--- config.mk ---
export PLATFORM = sky130hd
export DESIGN_NAME = property_ratio_similarity_core
export DESIGN_NICKNAME = d
export VERILOG_FILES = /design/src/hw/rtl/prs_pkg.sv /design/src/hw/rtl/prs_lane.sv /design/src/hw/rtl/prs_merge.sv /design/src/hw/rtl/property_ratio_similarity_core.sv
export VERILOG_INCLUDE_DIRS = /design/src /design/src/hw/rtl
export SDC_FILE = /design/constraint.sdc
export NUM_CORES = 1
export LEC_CHECK = 0
export BUFFER_PORTS_ARGS = -buffer_cell sky130_fd_sc_hd__buf_2
export CAP_MARGIN = 0
export CELL_PAD_IN_SITES_DETAIL_PLACEMENT = 1
export CELL_PAD_IN_SITES_GLOBAL_PLACEMENT = 2
export CORE_MARGIN = 2
export CORE_UTILIZATION = 35
export DETAILED_ROUTE_END_ITERATION = 7
export GPL_TIMING_DRIVEN = 0
export PLACE_DENSITY_LB_ADDON = 0.1
export SKIP_LAST_GASP = 1
export SLEW_MARGIN = 20
export SYNTH_ARGS = -nofsm -noshare
export SYNTH_HDL_FRONTEND = slang
export SYNTH_HIERARCHICAL = 1
export SYNTH_SLANG_ARGS = --single-unit
--- constraint.sdc ---
create_clock -name clk -period 11.1 [get_ports clk]
set_clock_uncertainty 0.15 [all_clocks]
set_input_delay 1.11 -clock clk [delete_from_list [all_inputs] [get_ports clk]]
set_output_delay 1.11 -clock clk [all_outputs]
set_load 0.05 [all_outputs]
--- src/hw/rtl/property_ratio_similarity_core_assert.svh ---
// Assertion macros for the property ratio similarity core.
// Define NO_ASSERTIONS to compile them away.
`ifndef PROPERTY_RATIO_SIMILARITY_CORE_ASSERT_SVH
`define PROPERTY_RATIO_SIMILARITY_CORE_ASSERT_SVH
`ifndef NO_ASSERTIONS
`define PRS_ASSERT(label, prop, msg) \
    label: assert property (@(posedge clk) disable iff (!rst_n) prop) else $error(msg);
`define PRS_ASSERT_NEXT(label, pre, post, msg) \
    label: assert property (@(posedge clk) disable iff (!rst_n) pre |=> post) else $error(msg);
`else
`define PRS_ASSERT(label, prop, msg)
`define PRS_ASSERT_NEXT(label, pre, post, msg)
`endif
`endif

--- src/hw/rtl/prs_pkg.sv ---
// Package for the property ratio similarity core: widths and shared types.
// No dependencies.
`timescale 1ns / 1ps
package prs_pkg;
    localparam int LANES      = 8;
    localparam int MAX_CHUNKS = 32;
    localparam int FRAC_BITS  = 16;
    localparam int VAL_W      = 8;
    localparam int SCORE_W    = FRAC_BITS + 1;
    localparam int CHUNK_W    = $clog2(MAX_CHUNKS + 1);
    localparam int LSUM_W     = SCORE_W + $clog2(LANES);
    localparam int SUM_W      = LSUM_W + $clog2(MAX_CHUNKS);
    localparam int NUM_W      = VAL_W + FRAC_BITS;
    localparam int QCNT_W     = $clog2(NUM_W + 1);
    localparam int DIV_W      = SUM_W;
    localparam int DCNT_W     = $clog2(DIV_W + 1);

    typedef enum logic [1:0] {ST_IDLE, ST_LANE, ST_MEAN, ST_OUT} state_t;

    typedef struct packed {
        logic start;
        logic done;
    } lane_ctl_t;
endpackage

--- src/hw/rtl/prs_lane.sv ---
// One lane: restoring divider for floor(min * 2^FRAC_BITS / max), one bit per cycle.
// Equal values score 1.0, otherwise a zero value scores 0.5. Depends on prs_pkg.
`timescale 1ns / 1ps
module prs_lane (
    input  logic                         clk,
    input  logic                         rst_n,
    input  logic                         start,
    input  logic [prs_pkg::VAL_W-1:0]    a,
    input  logic [prs_pkg::VAL_W-1:0]    b,
    output logic                         done,
    output logic [prs_pkg::SCORE_W-1:0]  score
);
    import prs_pkg::*;

    logic [VAL_W-1:0]   hi_reg;
    logic [NUM_W-1:0]   quo_reg, quo_next;
    logic [VAL_W:0]     rem_reg, rem_next;
    logic [QCNT_W-1:0]  cnt_reg, cnt_next;
    logic               busy_reg, busy_next;
    logic [1:0]         kind_reg;
    logic [VAL_W:0]     trial;

    localparam logic [1:0] K_ONE = 2'd0, K_HALF = 2'd1, K_DIV = 2'd2;

    always_comb
    begin
        trial = {rem_reg[VAL_W-1:0], quo_reg[NUM_W-1]};
        quo_next = {quo_reg[NUM_W-2:0], 1'b0};
        rem_next = trial;
        if (trial >= {1'b0, hi_reg})
        begin
            rem_next = trial - {1'b0, hi_reg};
            quo_next[0] = 1'b1;
        end
        cnt_next = cnt_reg - 1'b1;
        busy_next = cnt_reg != QCNT_W'(1);
    end

    always_ff @(posedge clk or negedge rst_n)
    begin
        if (!rst_n)
        begin
            busy_reg <= 1'b0;
            cnt_reg  <= '0;
        end
        else if (start)
        begin
            busy_reg <= (a != b) && (a != '0) && (b != '0);
            cnt_reg  <= QCNT_W'(NUM_W);
        end
        else if (busy_reg)
        begin
            busy_reg <= busy_next;
            cnt_reg  <= cnt_next;
        end
    end

    always_ff @(posedge clk)
    begin
        if (start)
        begin
            hi_reg  <= (a < b) ? b : a;
            quo_reg <= {((a < b) ? a : b), {FRAC_BITS{1'b0}}};
            rem_reg <= '0;
            kind_reg <= (a == b) ? K_ONE : ((a == '0 || b == '0) ? K_HALF : K_DIV);
        end
        else if (busy_reg)
        begin
            quo_reg <= quo_next;
            rem_reg <= rem_next;
        end
    end

    assign done = !busy_reg;

    always_comb
    begin
        case (kind_reg)
            K_ONE:   score = SCORE_W'(1) << FRAC_BITS;
            K_HALF:  score = SCORE_W'(1) << (FRAC_BITS - 1);
            default: score = {1'b0, quo_reg[FRAC_BITS-1:0]};
        endcase
    end
endmodule

--- src/hw/rtl/prs_merge.sv ---
// Merge stage: adds lane scores into the run sum and divides by 8*chunks for the mean.
// Depends on prs_pkg.
`timescale 1ns / 1ps
module prs_merge (
    input  logic                                   clk,
    input  logic                                   rst_n,
    input  logic                                   add,
    input  logic [prs_pkg::LANES*prs_pkg::SCORE_W-1:0] scores,
    input  logic                                   start_mean,
    input  logic                                   clear,
    output prs_pkg::lane_ctl_t                     ctl,
    output logic [prs_pkg::SCORE_W-1:0]            mean,
    output logic [prs_pkg::CHUNK_W-1:0]            chunks
);
    import prs_pkg::*;

    logic [SUM_W-1:0]   sum_reg;
    logic [CHUNK_W-1:0] cnt_reg;
    logic [LSUM_W-1:0]  lane_sum;
    logic [DIV_W-1:0]   quo_reg;
    logic [DIV_W:0]     rem_reg, trial;
    logic [DIV_W-1:0]   dvs;
    logic [DCNT_W-1:0]  step_reg;
    logic               busy_reg;

    always_comb
    begin
        lane_sum = '0;
        for (int i = 0; i < LANES; i++)
            lane_sum = lane_sum + LSUM_W'(scores[i*SCORE_W +: SCORE_W]);
    end

    assign dvs   = DIV_W'(cnt_reg) << $clog2(LANES);
    assign trial = {rem_reg[DIV_W-1:0], quo_reg[DIV_W-1]};

    always_ff @(posedge clk or negedge rst_n)
    begin
        if (!rst_n)
        begin
            sum_reg  <= '0;
            cnt_reg  <= '0;
            busy_reg <= 1'b0;
            step_reg <= '0;
        end
        else
        begin
            if (clear)
            begin
                sum_reg <= '0;
                cnt_reg <= '0;
            end
            else if (add)
            begin
                sum_reg <= sum_reg + SUM_W'(lane_sum);
                cnt_reg <= cnt_reg + 1'b1;
            end
            if (start_mean)
            begin
                busy_reg <= 1'b1;
                step_reg <= DCNT_W'(DIV_W);
            end
            else if (busy_reg)
            begin
                step_reg <= step_reg - 1'b1;
                busy_reg <= step_reg != DCNT_W'(1);
            end
        end
    end

    always_ff @(posedge clk)
    begin
        if (start_mean)
        begin
            quo_reg <= sum_reg;
            rem_reg <= '0;
        end
        else if (busy_reg)
        begin
            if (trial >= {1'b0, dvs})
            begin
                rem_reg <= trial - {1'b0, dvs};
                quo_reg <= {quo_reg[DIV_W-2:0], 1'b1};
            end
            else
            begin
                rem_reg <= trial;
                quo_reg <= {quo_reg[DIV_W-2:0], 1'b0};
            end
        end
    end

    assign ctl.start = start_mean;
    assign ctl.done  = !busy_reg && !start_mean;
    assign mean      = quo_reg[SCORE_W-1:0];
    assign chunks    = cnt_reg;
endmodule

--- src/hw/rtl/property_ratio_similarity_core.sv ---
// Property ratio similarity core: eight parallel ratio lanes plus a merging stage.
// Depends on prs_pkg, prs_lane, prs_merge and the assertion header.
//
// Use: present one chunk (eight byte pairs) per transaction on the input channel
// (in_valid / in_stall); last_chunk closes a run. One transaction leaves on the
// output channel (out_valid / out_stall) per run, on its last chunk, carrying
// the mean lane score in Q1.16 and the too_long flag.
// Timing: a chunk is taken only while the core is idle. When some lane must divide
// (values differ, both nonzero) the lanes run 24 bit-serial steps and the next
// chunk can be taken once every lane is done; a chunk with no such lane, or one
// beyond MAX_CHUNKS, frees the input after a single pass through ST_LANE.
// A last chunk adds the mean: ST_MEAN loads the mean divider, which runs 25 steps,
// and ST_OUT then loads the output register (a too-long run skips ST_MEAN). The
// input is freed by the same edge that loads the output register and sets out_valid.
// While the receiver stalls the result holds; further chunks are still taken,
// but a later last chunk waits in its final cycle until the result leaves.
// Reset clears the run sum, chunk count, overflow flag and output valid.
`timescale 1ns / 1ps
`include "property_ratio_similarity_core_assert.svh"
module property_ratio_similarity_core (
    input  logic                            clk,
    input  logic                            rst_n,
    input  logic                            in_valid,
    output logic                            in_stall,
    input  logic [63:0]                     lhs_values,
    input  logic [63:0]                     rhs_values,
    input  logic                            last_chunk,
    output logic                            out_valid,
    input  logic                            out_stall,
    output logic [prs_pkg::SCORE_W-1:0]     similarity,
    output logic                            too_long
);
    import prs_pkg::*;

    state_t state_reg, state_next;
    logic   last_reg, ovf_reg, skip_reg;
    logic   ovf_next;
    logic   out_valid_reg;
    logic   accept;
    logic   lane_start, add, start_mean, clear, load_out;
    logic [LANES-1:0] lane_done;
    logic [LANES*SCORE_W-1:0] scores;
    lane_ctl_t mctl;
    logic [SCORE_W-1:0] mean;
    logic [CHUNK_W-1:0] chunks;
    logic [SCORE_W-1:0] sim_reg;
    logic               tl_reg;

    assign in_stall = (state_reg != ST_IDLE);
    assign accept   = in_valid && !in_stall;
    assign lane_start = accept && (chunks < CHUNK_W'(MAX_CHUNKS));

    genvar g;
    generate
        for (g = 0; g < LANES; g++)
        begin : g_lane
            prs_lane u_lane (
                .clk   (clk),
                .rst_n (rst_n),
                .start (lane_start),
                .a     (lhs_values[g*VAL_W +: VAL_W]),
                .b     (rhs_values[g*VAL_W +: VAL_W]),
                .done  (lane_done[g]),
                .score (scores[g*SCORE_W +: SCORE_W])
            );
        end
    endgenerate

    prs_merge u_merge (
        .clk        (clk),
        .rst_n      (rst_n),
        .add        (add),
        .scores     (scores),
        .start_mean (start_mean),
        .clear      (clear),
        .ctl        (mctl),
        .mean       (mean),
        .chunks     (chunks)
    );

    always_comb
    begin
        state_next = state_reg;
        add = 1'b0;
        start_mean = 1'b0;
        clear = 1'b0;
        load_out = 1'b0;
        ovf_next = ovf_reg;
        unique case (state_reg)
            ST_IDLE:
                if (accept)
                begin
                    if (!lane_start)
                        ovf_next = 1'b1;
                    state_next = ST_LANE;
                end
            ST_LANE:
                if (skip_reg || (&lane_done))
                begin
                    add = !skip_reg;
                    if (!last_reg)
                        state_next = ST_IDLE;
                    else if (ovf_reg)
                        state_next = ST_OUT;
                    else
                        state_next = ST_MEAN;
                end
            ST_MEAN:
                state_next = ST_OUT;
            ST_OUT:
                if (mctl.done && (!out_valid_reg || !out_stall))
                begin
                    load_out = 1'b1;
                    clear = 1'b1;
                    ovf_next = 1'b0;
                    state_next = ST_IDLE;
                end
            default:
                state_next = ST_IDLE;
        endcase
        if (state_reg == ST_MEAN)
            start_mean = 1'b1;
    end

    always_ff @(posedge clk or negedge rst_n)
    begin
        if (!rst_n)
        begin
            state_reg     <= ST_IDLE;
            ovf_reg       <= 1'b0;
            out_valid_reg <= 1'b0;
            last_reg      <= 1'b0;
            skip_reg      <= 1'b0;
        end
        else
        begin
            state_reg <= state_next;
            ovf_reg   <= ovf_next;
            if (accept)
            begin
                last_reg <= last_chunk;
                skip_reg <= !lane_start;
            end
            if (load_out)
                out_valid_reg <= 1'b1;
            else if (!out_stall)
                out_valid_reg <= 1'b0;
        end
    end

    always_ff @(posedge clk)
    begin
        if (load_out)
        begin
            sim_reg <= ovf_reg ? '0 : mean;
            tl_reg  <= ovf_reg;
        end
    end

    assign out_valid  = out_valid_reg;
    assign similarity = sim_reg;
    assign too_long   = tl_reg;

    `PRS_ASSERT(a_no_accept_busy, accept |-> state_reg == ST_IDLE, "chunk taken while busy")
    `PRS_ASSERT(a_count_bound, chunks <= CHUNK_W'(MAX_CHUNKS), "chunk count beyond limit")
    `PRS_ASSERT_NEXT(a_load_valid, load_out, out_valid, "result not presented")
    `PRS_ASSERT_NEXT(a_clear_run, clear, chunks == '0, "run state not cleared")
endmodule

# Word-level counts from Yosys, hierarchy flattened
# Cells that the tools add are included.
dict set report classes {
  eq_ne 41
  bitwise_logic 0
  addsub 27
  reduce_logical 101
  n_lt_le_gt_ge 18
  muxes 125
  div_mod_pow 0
  shift 0
  n_mul 0
}
# operator n
set op_table {}
lappend op_table {{$mux 24} 16}
lappend op_table {{$pmux 17 s2} 8}
lappend op_table {{$mux 8} 24}
lappend op_table {{$logic_not 8->1} 16}
lappend op_table {{$reduce_bool 8->1} 16}
lappend op_table {{$mux 25} 5}
lappend op_table {{$add 20x17->20} 6}
lappend op_table {{$mux 5} 18}
lappend op_table {{$ge 9x8->1} 8}
lappend op_table {{$eq 8x8->1} 8}
lappend op_table {{$lt 8x8->1} 8}
lappend op_table {{$ne 8x8->1} 8}
lappend op_table {{$sub 8x8->8} 8}
lappend op_table {{$ne 5x1->1 const B} 9}
lappend op_table {{$sub 5x1->5 const B} 9}
lappend op_table {{$mux 1} 38}
lappend op_table {{$ge 26x9->1} 1}
lappend op_table {{$add 25x20->25} 1}
lappend op_table {{$sub 25x9->25} 1}
lappend op_table {{$mux 2} 12}
lappend op_table {{$reduce_bool 2->1} 12}
lappend op_table {{$logic_and 1x1->1} 20}
lappend op_table {{$add 17x17->18} 1}
lappend op_table {{$eq 2x1->1 const B} 9}
lappend op_table {{14 further kinds} 50}
dict set report totals {
  mem_count 0
  out_inout_bits 20
  word_cells 381
  latchBits 0
  ff_bits 495
  rom_bits 0
  ram_bits 0
  in_bits 133
}

# Logic depth before layout (Yosys ltp)
# Gate-level depths: netlist (run 1).
dict set report depth {
  word_depth 12
  depth_mapped 18
  depth_no_buf 17
}

# Modules after synthesis
# The synthesis (run 1) kept the hierarchy.
# mod area_per_inst_um2 instances seq_area_each_um2 cells_per_inst
set modules_own_cells {}
lappend modules_own_cells {prs_lane 2872.8 8 1171.1 289}
lappend modules_own_cells {prs_merge 8653.3 1 2177.1 868}
lappend modules_own_cells {property_ratio_similarity_core 1007.2 1 690.7 72}

# Least setup slack after synthesis (run 1)
# Ideal clock, no wire load.
dict set report synth_timing {
  path_kind {input to register}
  startpoint {input in_valid}
  endpoint {register g_lane[0].u_lane.quo_reg[16], enable pin}
  n_path_buf 0
  arrival_time_ns 6.943
  slack_ns 3.653
  setup_time_ns 0.353
  stages 4
  path_cell_list {nand3_4 nor2_1 nor2_1 inv_1}
}
dict set report synth_via {
  elab_chain_cells 3
}
# item line
set synth_lines {}
lappend synth_lines {{start: declaration} property_ratio_similarity_core.sv:23} ;# input logic in_valid,
lappend synth_lines {{$logic_and 1x1->1} property_ratio_similarity_core.sv:50} ;# assign accept = in_valid && !in_stall;
lappend synth_lines {{$logic_and 1x1->1} property_ratio_similarity_core.sv:51} ;# assign lane_start = accept && (chunks < CHUNK_W'(MAX_CHUNKS));
lappend synth_lines {{net lane_start} property_ratio_similarity_core.sv:40} ;# logic lane_start, add, start_mean, clear, load_out;
lappend synth_lines {{$reduce_bool 2->1 (no line)} n/a}
lappend synth_lines {{end signal: assignment} prs_lane.sv:63} ;# quo_reg <= {((a < b) ? a : b), {FRAC_BITS{1'b0}}};
lappend synth_lines {{end signal: assignment} prs_lane.sv:69} ;# quo_reg <= quo_next;
lappend synth_lines {{end: declaration} prs_lane.sv:16} ;# logic [NUM_W-1:0] quo_reg, quo_next;
# The timed path passes the listed nets, and every way through them passes these cells.
# A chain may end at the register's enable or synchronous reset.

# Worst setup path after layout (run 1)
dict set report layout_timing {
  startpoint {register g_lane[0].u_lane.kind_reg[1]}
  endpoint {register u_merge.sum_reg[18]}
}
dict set report layout_via {
  elab_chain_cells 12
  word_cells_on_any_way 13
}
# item line
set layout_lines {}
lappend layout_lines {{start: declaration} prs_lane.sv:20} ;# logic [1:0] kind_reg;
lappend layout_lines {{start signal: assignment} prs_lane.sv:65} ;# kind_reg <= (a == b) ? K_ONE : ((a == '0 || b == '0) ? K_HALF : K_DIV);
lappend layout_lines {{$eq 2x1->1 / $logic_not 2->1 (equally long branches)} prs_lane.sv:78} ;# case (kind_reg)
lappend layout_lines {{$pmux 17 s2 (*)} prs_lane.sv:78}
lappend layout_lines {{net scores[2]} property_ratio_similarity_core.sv:42} ;# logic [LANES*SCORE_W-1:0] scores;
lappend layout_lines {{$add 17x17->18 (*)} prs_merge.sv:30} ;# lane_sum = lane_sum + LSUM_W'(scores[i*SCORE_W +: SCORE_W]);
lappend layout_lines {{$add 20x17->20 (*) (6 in a row)} prs_merge.sv:30}
lappend layout_lines {{$add 25x20->25 (*)} prs_merge.sv:54} ;# sum_reg <= sum_reg + SUM_W'(lane_sum);
lappend layout_lines {{$mux 25 (*)} prs_merge.sv:52} ;# else if (add)
lappend layout_lines {{$mux 25 (*)} prs_merge.sv:47} ;# if (clear)
lappend layout_lines {{end signal: assignment} prs_merge.sv:54}
lappend layout_lines {{end: declaration} prs_merge.sv:17} ;# logic [SUM_W-1:0] sum_reg;
# Mark *: on every way through the listed nets, which the timed path passes. The rest lies on a longest branch. The select of a mux whose other input is x is not followed.

==> metrics.csv, run 1 <==
metric,value,unit
crit_path_end_kind,flip-flop,
htreeDepth,2,
clk_pin_slew_worst_paths,60,ps
worst_slack,4910,ps
cts_made_buffers,59,
layout_common_cells,"384 x inv_1, 320 x nor2_1, 249 x nand2_1",
routed.top_layer,met4,
cts_tree,done,
grt_pass1_wl,146000,µm
areaGrowthSynthToFinish,13.8,%
fin_nets,3912,
slew_violations,0,
hold_viol,0,
n_antenna_cell,0,
ant_nets,0,
first_global_vias,26600,
drt_first_pass_iters,4,
routed-wl-met3,2340,µm
std_cell_rows,111,
drt_iter0_drc,1006,
cts_setup_buffers,0,
port_buffers,152,
grt_overflow,0,
antenna_found_initial,0,
rsz0062_at_grt,false,
grt_max_degree,52,
final_layout_size_suffix_gt1_share,17.3,%
drt-wirelength-per-cell,18.8,µm
path_class,reg -> reg,
arrival,6530,ps
rr_worst_depth,18,
route.detailed.drc,0,
required,11440,ps
cts_sinks,495,
via_per_inst,5.03,
r2r_end,u_merge/sum_reg[18]$_DFFE_PN0P_,
path_max_fanout,10,
wl_met2,42900,µm
synth_cells,3251,
postCtsResizedCells,0,
die_w,309,µm
dpl.hpwl,71600,µm
relSlewSlack,32.2,%
wl,89500,µm
fin_tns_setup,0,ps
finalCritPeriodShare,55.7,%
ctsHoldBuffers,0,
netlist_area,32600,µm²
status,finished clean,
clock.fmax,162,MHz
r2r-start,g_lane[0].u_lane/kind_reg[1]$_SDFFCE_PP0P_,
place_ws,4960,ps
die_h,309,µm
max-cap-violations,0,
grt_usage,19.1,%
start_kind,flip-flop,
setup_viol,0,
vias,24000,
met1Wirelength,42200,µm
core,92100,µm²
routabilityCongestion,0.840,
tightest_slew,1010,ps
avgSynthCellArea,10.0,µm²
dp.cells,4655,
largest_register_ffs,192,
reg2reg_slack,4910,ps
clock_latency,630,ps
pin_count,153,
period_needed,6190,ps
die_area,95700,µm²
final_common_cell,inv_1,
cts_buffer_depth,3,
hold_class,in -> async,
yosysWarnings,6,
syn_nets,3690,
fin_cells,4766,
cts_root_buf,clkbuf_16,
initial_core_util,35.4,%
## how the worst max path moves through the flow
stage	from	endpoint	slack [ps]	cells after the start
floorplan	in_valid	g_lane[0].u_lane/quo_reg[16]$_DFFE_PP_	3650	4
global placement	in_valid	g_lane[6].u_lane/quo_reg[16]$_DFFE_PP_	-1990	5
detailed placement	g_lane[2].u_lane/kind_reg[1]$_SDFFCE_PP0P_	u_merge/sum_reg[18]$_DFFE_PN0P_	4960	18
CTS	g_lane[0].u_lane/kind_reg[1]$_SDFFCE_PP0P_	u_merge/sum_reg[18]$_DFFE_PN0P_	4890	18
global route	g_lane[2].u_lane/kind_reg[1]$_SDFFCE_PP0P_	u_merge/sum_reg[18]$_DFFE_PN0P_	4660	18
finish	g_lane[0].u_lane/kind_reg[1]$_SDFFCE_PP0P_	u_merge/sum_reg[18]$_DFFE_PN0P_	4910	18
## final cells by class
| cell class | count | area (µm²) |
|---|---|---|
| buffer | 138 | 776 |
| clock buffer | 88 | 1810 |
| clock inverter | 23 | 171 |
| fill | 10400 | 54900 |
| inverter | 395 | 1480 |
| multi-input combinational | 2223 | 18200 |
| sequential | 495 | 12200 |
| tap | 1243 | 1560 |
| timing repair buffer | 161 | 967 |
## per-stage QoR
| stage | area (µm²) | utilization (%) | hold slack [ps] |
|---|---|---|---|
| global placement | 35000 | 38.0 | 312 |
| floorplan | 32600 | - | 287 |
| detailed placement | 35200 | 38.2 | 314 |
| finish | 37200 | 40.4 | 281 |
| CTS | 37200 | 40.4 | 269 |
| global route | 37200 | 40.4 | 287 |
## critical path, cell delays in order, from the launching register on
cell and delay, ps:
edfxtp_1 490, clkbuf_1 320, and2_1 180, inv_1 50
fa_1 540, inv_1 60, fa_1 500, fa_1 540
inv_1 50, fa_1 540, inv_1 50, ha_1 220
fa_1 410, a21o_1 210, a221oi_1 650, o2bb2ai_1 320
a2111oi_0 270, or3_1 390, o311ai_0 110
## layer usage
metal,vias to the layer above,global-route usage [%]
met5,-,0
met4,0,5.18
met3,113,2.07
met2,256,32.6
met1,11900,25.5
li1,11800,-
Power of run 1 is not shown: default switching activity piles up to over one toggle a cycle in this logic, so the estimate is an artifact.
==> run 2: changes to the inputs <==
Settings changed: ABC_AREA from default to 1.
Clock period 11.1 ns to 5.7 ns, I/O delays scaled along.
==> run 2 against run 1 <==
Maximum frequency is 15% higher. Via count is 14% higher. Non-clock buffer count is 29 lower. Critical path type unchanged. Largest cell class unchanged.
==> metrics.csv, run 2 <==
metric,value,unit,change
period_needed,5360,ps,was 6190 ps
max-cap-violations,0,,unchanged
fin_nets,4949,,was 3912
reg2reg_slack,340,ps,was 4910 ps
core,93500,µm²,was 92100 µm²
routabilityCongestion,0.849,,was 0.840
crit_end,u_merge/sum_reg[22]$_DFFE_PN0P_,,was u_merge/sum_reg[18]$_DFFE_PN0P_
final_layout_size_suffix_gt1_share,12.0,%,was 17.3%
final_common_cell,nand2_1,,was inv_1
path_class,reg -> reg,,unchanged
busiest_layer,met2,,unchanged
clk_pin_slew_worst_paths,60,ps,about the same
finalCritPeriodShare,94.1,%,was 55.7%
clock_latency,630,ps,about the same
rsz0062_at_grt,false,,unchanged
wl,94900,µm,was 89500 µm
die_h,311,µm,was 309 µm
via_per_inst,4.68,,was 5.03
netlist_area,33100,µm²,was 32600 µm²
std_cell_rows,112,,was 111
ant_nets,0,,unchanged
hold_class,in -> reg,,was in -> async
die_w,311,µm,was 309 µm
grt_max_degree,47,,was 52
multiInputGateArea,16500,µm²,was 18200 µm²
cp_slowest_cell,fa_1,,was a221oi_1
die_area,97000,µm²,was 95700 µm²
relSlewSlack,52.0,%,was 32.2%
crit_path_end_kind,flip-flop,,unchanged
dpl.hpwl,76400,µm,was 71600 µm
antenna_found_initial,0,,unchanged
synth_cells,4292,,was 3251
htreeDepth,2,,unchanged
setup_viol,0,,unchanged
n_antenna_cell,0,,unchanged
r2r-start,g_lane[7].u_lane/kind_reg[1]$_SDFFCE_PP0P_,,was g_lane[0].u_lane/kind_reg[1]$_SDFFCE_PP0P_
use_met2,34.8,%,was 32.6%
crit_path_cell_trace,"clkbuf_1, nor2_1, a21oi_1, fa_1, fa_1, fa_1, inv_1, fa_1, inv_1, ha_1, nand2_1, inv_1, nand2_1, nor3_1, nand4_1, nand3_1, nand3_1, nand2_1, nor2_1",,"was clkbuf_1, and2_1, inv_1, fa_1, inv_1, fa_1, fa_1, inv_1, fa_1, inv_1, ha_1, fa_1, a21o_1, a221oi_1, o2bb2ai_1, a2111oi_0, or3_1, o311ai_0"
layout_common_cells,"1097 x nand2_1, 916 x inv_1, 289 x nand3_1",,"was 384 x inv_1, 320 x nor2_1, 249 x nand2_1"
required,6050,ps,was 11440 ps
areaGrowthSynthToFinish,13.6,%,was 13.8%
clock.fmax,187,MHz,was 162 MHz
cts_sinks,495,,unchanged
largest_register_ffs,192,,unchanged
cts_setup_buffers,0,,unchanged
path_max_fanout,8,,was 10
tightest_slew,719,ps,was 1010 ps
status,finished clean,,unchanged
syn_nets,4731,,was 3690
cts_made_buffers,60,,was 59
grt_pass1_wl,156000,µm,was 146000 µm
cts_tree,done,,unchanged
drt_iter0_drc,1111,,was 1006
nFillCells,11500,,was 10400
arrival,5720,ps,was 6530 ps
hold_viol,0,,unchanged
use_met3,1.90,%,was 2.07%
grt_overflow,0,,unchanged
cp_common_cell,fa_1,,unchanged
yosysWarnings,6,,unchanged
slew_violations,0,,unchanged
port_buffers,152,,unchanged
grt_usage,19.8,%,was 19.1%
pin_count,153,,unchanged
startpoint,g_lane[7].u_lane/kind_reg[1]$_SDFFCE_PP0P_,,was g_lane[0].u_lane/kind_reg[1]$_SDFFCE_PP0P_
cts_root_buf,clkbuf_16,,unchanged
cts_buffer_depth,3,,unchanged
fin_tns_setup,0,ps,unchanged
drt_first_pass_iters,5,,was 4
rr_worst_depth,19,,was 18
first_global_vias,29000,,was 26600
slowest_delay,620,ps,was 650 ps
drt-wirelength-per-cell,16.3,µm,was 18.8 µm
initial_core_util,35.4,%,about the same
r2r_end,u_merge/sum_reg[22]$_DFFE_PN0P_,,was u_merge/sum_reg[18]$_DFFE_PN0P_
post-route-util,40.2,%,was 40.4%
start_kind,flip-flop,,unchanged
route.detailed.drc,0,,unchanged
seqCellArea,12200,µm²,unchanged
vias,27200,,was 24000
avgSynthCellArea,7.71,µm²,was 10.0 µm²
grt_use_met1,26.6,%,was 25.5%
run 2: through the flow:
| step | worst slack [ps] | cell area, µm² | instances | hold slack, ps |
|---|---|---|---|---|
| after floorplan | 764 | 33100 | 4292 | 124 |
| after global placement | -3060 | 35400 | 5698 | 287 |
| after detailed placement | 150 | 35600 | 5705 | 301 |
| after CTS | 89.3 | 37600 | 5821 | 21.7 |
| after global routing | 35.7 | 37600 | 5816 | 40.1 |
| final | 339 | 37600 | 5816 | 57.0 |
run 2: timing repair:
action,4_1_cts,5_1_grt
endpoints found under the setup margin,0,13
hold buffers,2,0
hold endpoints to repair,46,0
resized for setup,0,15
run 2: cell type report:
| type | instances | share of cell area, % |
|---|---|---|
| Inverter | 946 | 9.45 |
| Multi-Input combinational cell | 2737 | 44.0 |
| Timing Repair Buffer | 161 | 2.55 |
| Sequential cell | 495 | 32.6 |
| Clock buffer | 86 | 4.67 |
| Tap cell | 1254 | 4.18 |
| Clock inverter | 28 | 0.533 |
| Buffer | 109 | 2.03 |
run 2: per-layer routing:
layer / vias up / wire length, µm
li1: 13900 / -
met1: 13000 / 45400
met2: 205 / 46100
met3: 79 / 1910
met4: 0 / 1500
met5: - / 0
run 2: critical path: cells and delay by family (launching register included):
kind,cells,cell delay (ps)
fa+ha+maj,5,2500
buf+inv,4,400
compound gates,1,300
flops,1,360
simple gates,9,1540
run 2: worst min path at each step:
stage / slack (ps) / from / cells past startpoint / end
floorplan: 120 / rst_n / 0 / asynchronous set/reset pin
global placement: 290 / ovf_reg$_DFFE_PN0P_ / 0 / too_long$_DFFE_PP_
detailed placement: 300 / ovf_reg$_DFFE_PN0P_ / 0 / too_long$_DFFE_PP_
CTS: 20 / out_stall / 3 / out_valid$_DFFE_PN0P_
global route: 40 / out_stall / 3 / out_valid$_DFFE_PN0P_
finish: 60 / out_stall / 3 / out_valid$_DFFE_PN0P_
Power of run 2 is left out for the same reason.
==> run 3: changes to the inputs <==
Settings changed: GPL_ROUTABILITY_DRIVEN from default to 1, MAX_ROUTING_LAYER from default to met4.
==> run 3 against run 2 <==
First-iteration DRC count grew 3.1%. Register-to-register slack is essentially flat. Worst setup slack gained 0.87 ps. Cell area is essentially flat. Flip-flop and latch count is the same. Non-clock buffer count grew 1. Die area is the same. Cell count is essentially flat. Global-route usage grew 0.58 points. Critical endpoint unchanged. Highest routed layer unchanged.
==> metrics.csv, run 3 (synthesis results as in run 2) <==
metric,value,unit,change
htreeDepth,2,,unchanged
relSlewSlack,52.2,%,was 52.0%
die_w,311,µm,unchanged
status,finished clean,,unchanged
cts_buffer_depth,3,,unchanged
vias,27300,,was 27200
drt_first_pass_iters,5,,unchanged
stdcell_area,37600,µm²,about the same
dpl.hpwl,76400,µm,unchanged
routabilityCongestion,0.862,,was 0.849
die_area,97000,µm²,unchanged
cts_sinks,495,,unchanged
cp_slowest_cell,fa_1,,unchanged
rsz0062_at_grt,false,,unchanged
wl,94900,µm,about the same
areaGrowthSynthToFinish,13.6,%,about the same
initial_core_util,35.4,%,unchanged
cts_root_buf,clkbuf_16,,unchanged
grt_max_degree,47,,unchanged
fin_cells,5817,,was 5816
tightest_slew,715,ps,was 719 ps
grt_pass1_wl,156000,µm,about the same
pin_count,153,,unchanged
cts_tree,done,,unchanged
core,93500,µm²,unchanged
start_kind,flip-flop,,unchanged
drt_iter0_drc,1145,,was 1111
dp.cells,5705,,unchanged
crit_path_end_kind,flip-flop,,unchanged
setup_viol,0,,unchanged
via_per_inst,4.69,,was 4.68
std_cell_rows,112,,unchanged
route.detailed.drc,0,,unchanged
layout_common_cells,"1097 x nand2_1, 916 x inv_1, 289 x nand3_1",,unchanged
first_global_vias,29000,,about the same
crit_path_cell_trace,"clkbuf_1, nor2_1, a21oi_1, fa_1, fa_1, fa_1, inv_1, fa_1, inv_1, ha_1, nand2_1, inv_1, nand2_1, nor3_1, nand4_1, nand3_1, nand3_1, nand2_1, nor2_1",,unchanged
path_delay_family,adder cells,,unchanged
final_common_cell,nand2_1,,unchanged
grt_usage,20.4,%,was 19.8%
antenna_found_initial,0,,unchanged
n_antenna_cell,0,,unchanged
fin_nets,4950,,was 4949
port_buffers,152,,unchanged
largest_register_ffs,192,,unchanged
clk_pin_slew_worst_paths,60,ps,about the same
critical_path_buf_inv_count,4,,unchanged
clock.fmax,187,MHz,about the same
hold_viol,0,,unchanged
clock_latency,630,ps,about the same
cts_made_buffers,60,,unchanged
max-cap-violations,0,,unchanged
place_area,35600,µm²,unchanged
grt_overflow,0,,unchanged
required,6050,ps,about the same
cp_common_cell,fa_1,,unchanged
slowest_delay,620,ps,about the same
arrival,5710,ps,was 5720 ps
path_max_fanout,8,,unchanged
slew_violations,0,,unchanged
die_h,311,µm,unchanged
period_needed,5360,ps,about the same
path_class,reg -> reg,,unchanged
final_layout_size_suffix_gt1_share,12.0,%,about the same
nFillCells,11500,,about the same
hold_class,in -> reg,,unchanged
finalCritPeriodShare,94.0,%,was 94.1%
ant_nets,0,,unchanged
drt-wirelength-per-cell,16.3,µm,about the same
## run 3: changes by cell type in the layout (fill, tap and decap cells not counted), sizes merged
cell / delta
clkbuf: +1
## run 3: worst register-to-register path, stage by stage, from the launching register on
cell      delay [ps]
edfxtp_1         360
clkbuf_1         210
nor2_1           570
a21oi_1          300
fa_1             620
fa_1             460
fa_1             510
inv_1             70
fa_1             530
inv_1             50
ha_1             390
nand2_1          130
inv_1             70
nand2_1           60
nor3_1           250
nand4_1          160
nand3_1          160
nand3_1           90
nand2_1           70
nor2_1            40
## run 3: timing repair
item	in CTS	in global routing
buffers inserted	0	0
gates resized for setup	0	15
endpoints found under the setup margin	0	13
hold endpoints to repair	46	0
hold buffers	2	0
## run 3: worst paths after layout
path	startpoint	end	slack, ps	cells after the start
hold / removal	out_stall	out_valid$_DFFE_PN0P_	50	3
setup reg to reg	g_lane[7].u_lane/kind_reg[1]$_SDFFCE_PP0P_	u_merge/sum_reg[22]$_DFFE_PN0P_	340	19
hold reg to reg	ovf_reg$_DFFE_PN0P_	too_long$_DFFE_PP_	310	0
setup / recovery	g_lane[7].u_lane/kind_reg[1]$_SDFFCE_PP0P_	u_merge/sum_reg[22]$_DFFE_PN0P_	340	19
min in group asynchronous	rst_n	out_valid$_DFFE_PN0P_	300	2
max in group asynchronous	rst_n	g_lane[2].u_lane/cnt_reg[2]$_DFFE_PN0P_	4420	3
## run 3: area by class of cell
cell class | count | area [µm²] | share of cell area (%)
buffer | 110 | 764 | 2.03
clock buffer | 86 | 1750 | 4.67
clock inverter | 28 | 200 | 0.533
inverter | 946 | 3550 | 9.45
multi-input combinational | 2737 | 16500 | 44.0
sequential | 495 | 12200 | 32.6
tap | 1254 | 1570 | 4.18
timing repair buffer | 161 | 957 | 2.55
## run 3: metal layers
metal	track usage [%]	up-vias	share of wire [%]	routed length [µm]
met5	-	-	0	0
met3	1.89	88	2.2	2100
met4	3.68	0	1.6	1560
met1	26.6	13000	48	45100
met2	34.7	232	49	46100
li1	-	14000	-	-
## run 3: stage by stage
step / setup TNS, ps / setup WS (ps) / util, % / hold WS [ps]
global placement: -886620 / -3060 / 37.9 / 287
floorplan: 0 / 764 / - / 124
detailed placement: 0 / 150 / 38.1 / 301
global route: 0 / 1.25 / 40.2 / 39.8
CTS: 0 / 89.3 / 40.2 / 21.7
finish: 0 / 340 / 40.2 / 54.8
Power of run 3 is left out for the same reason.
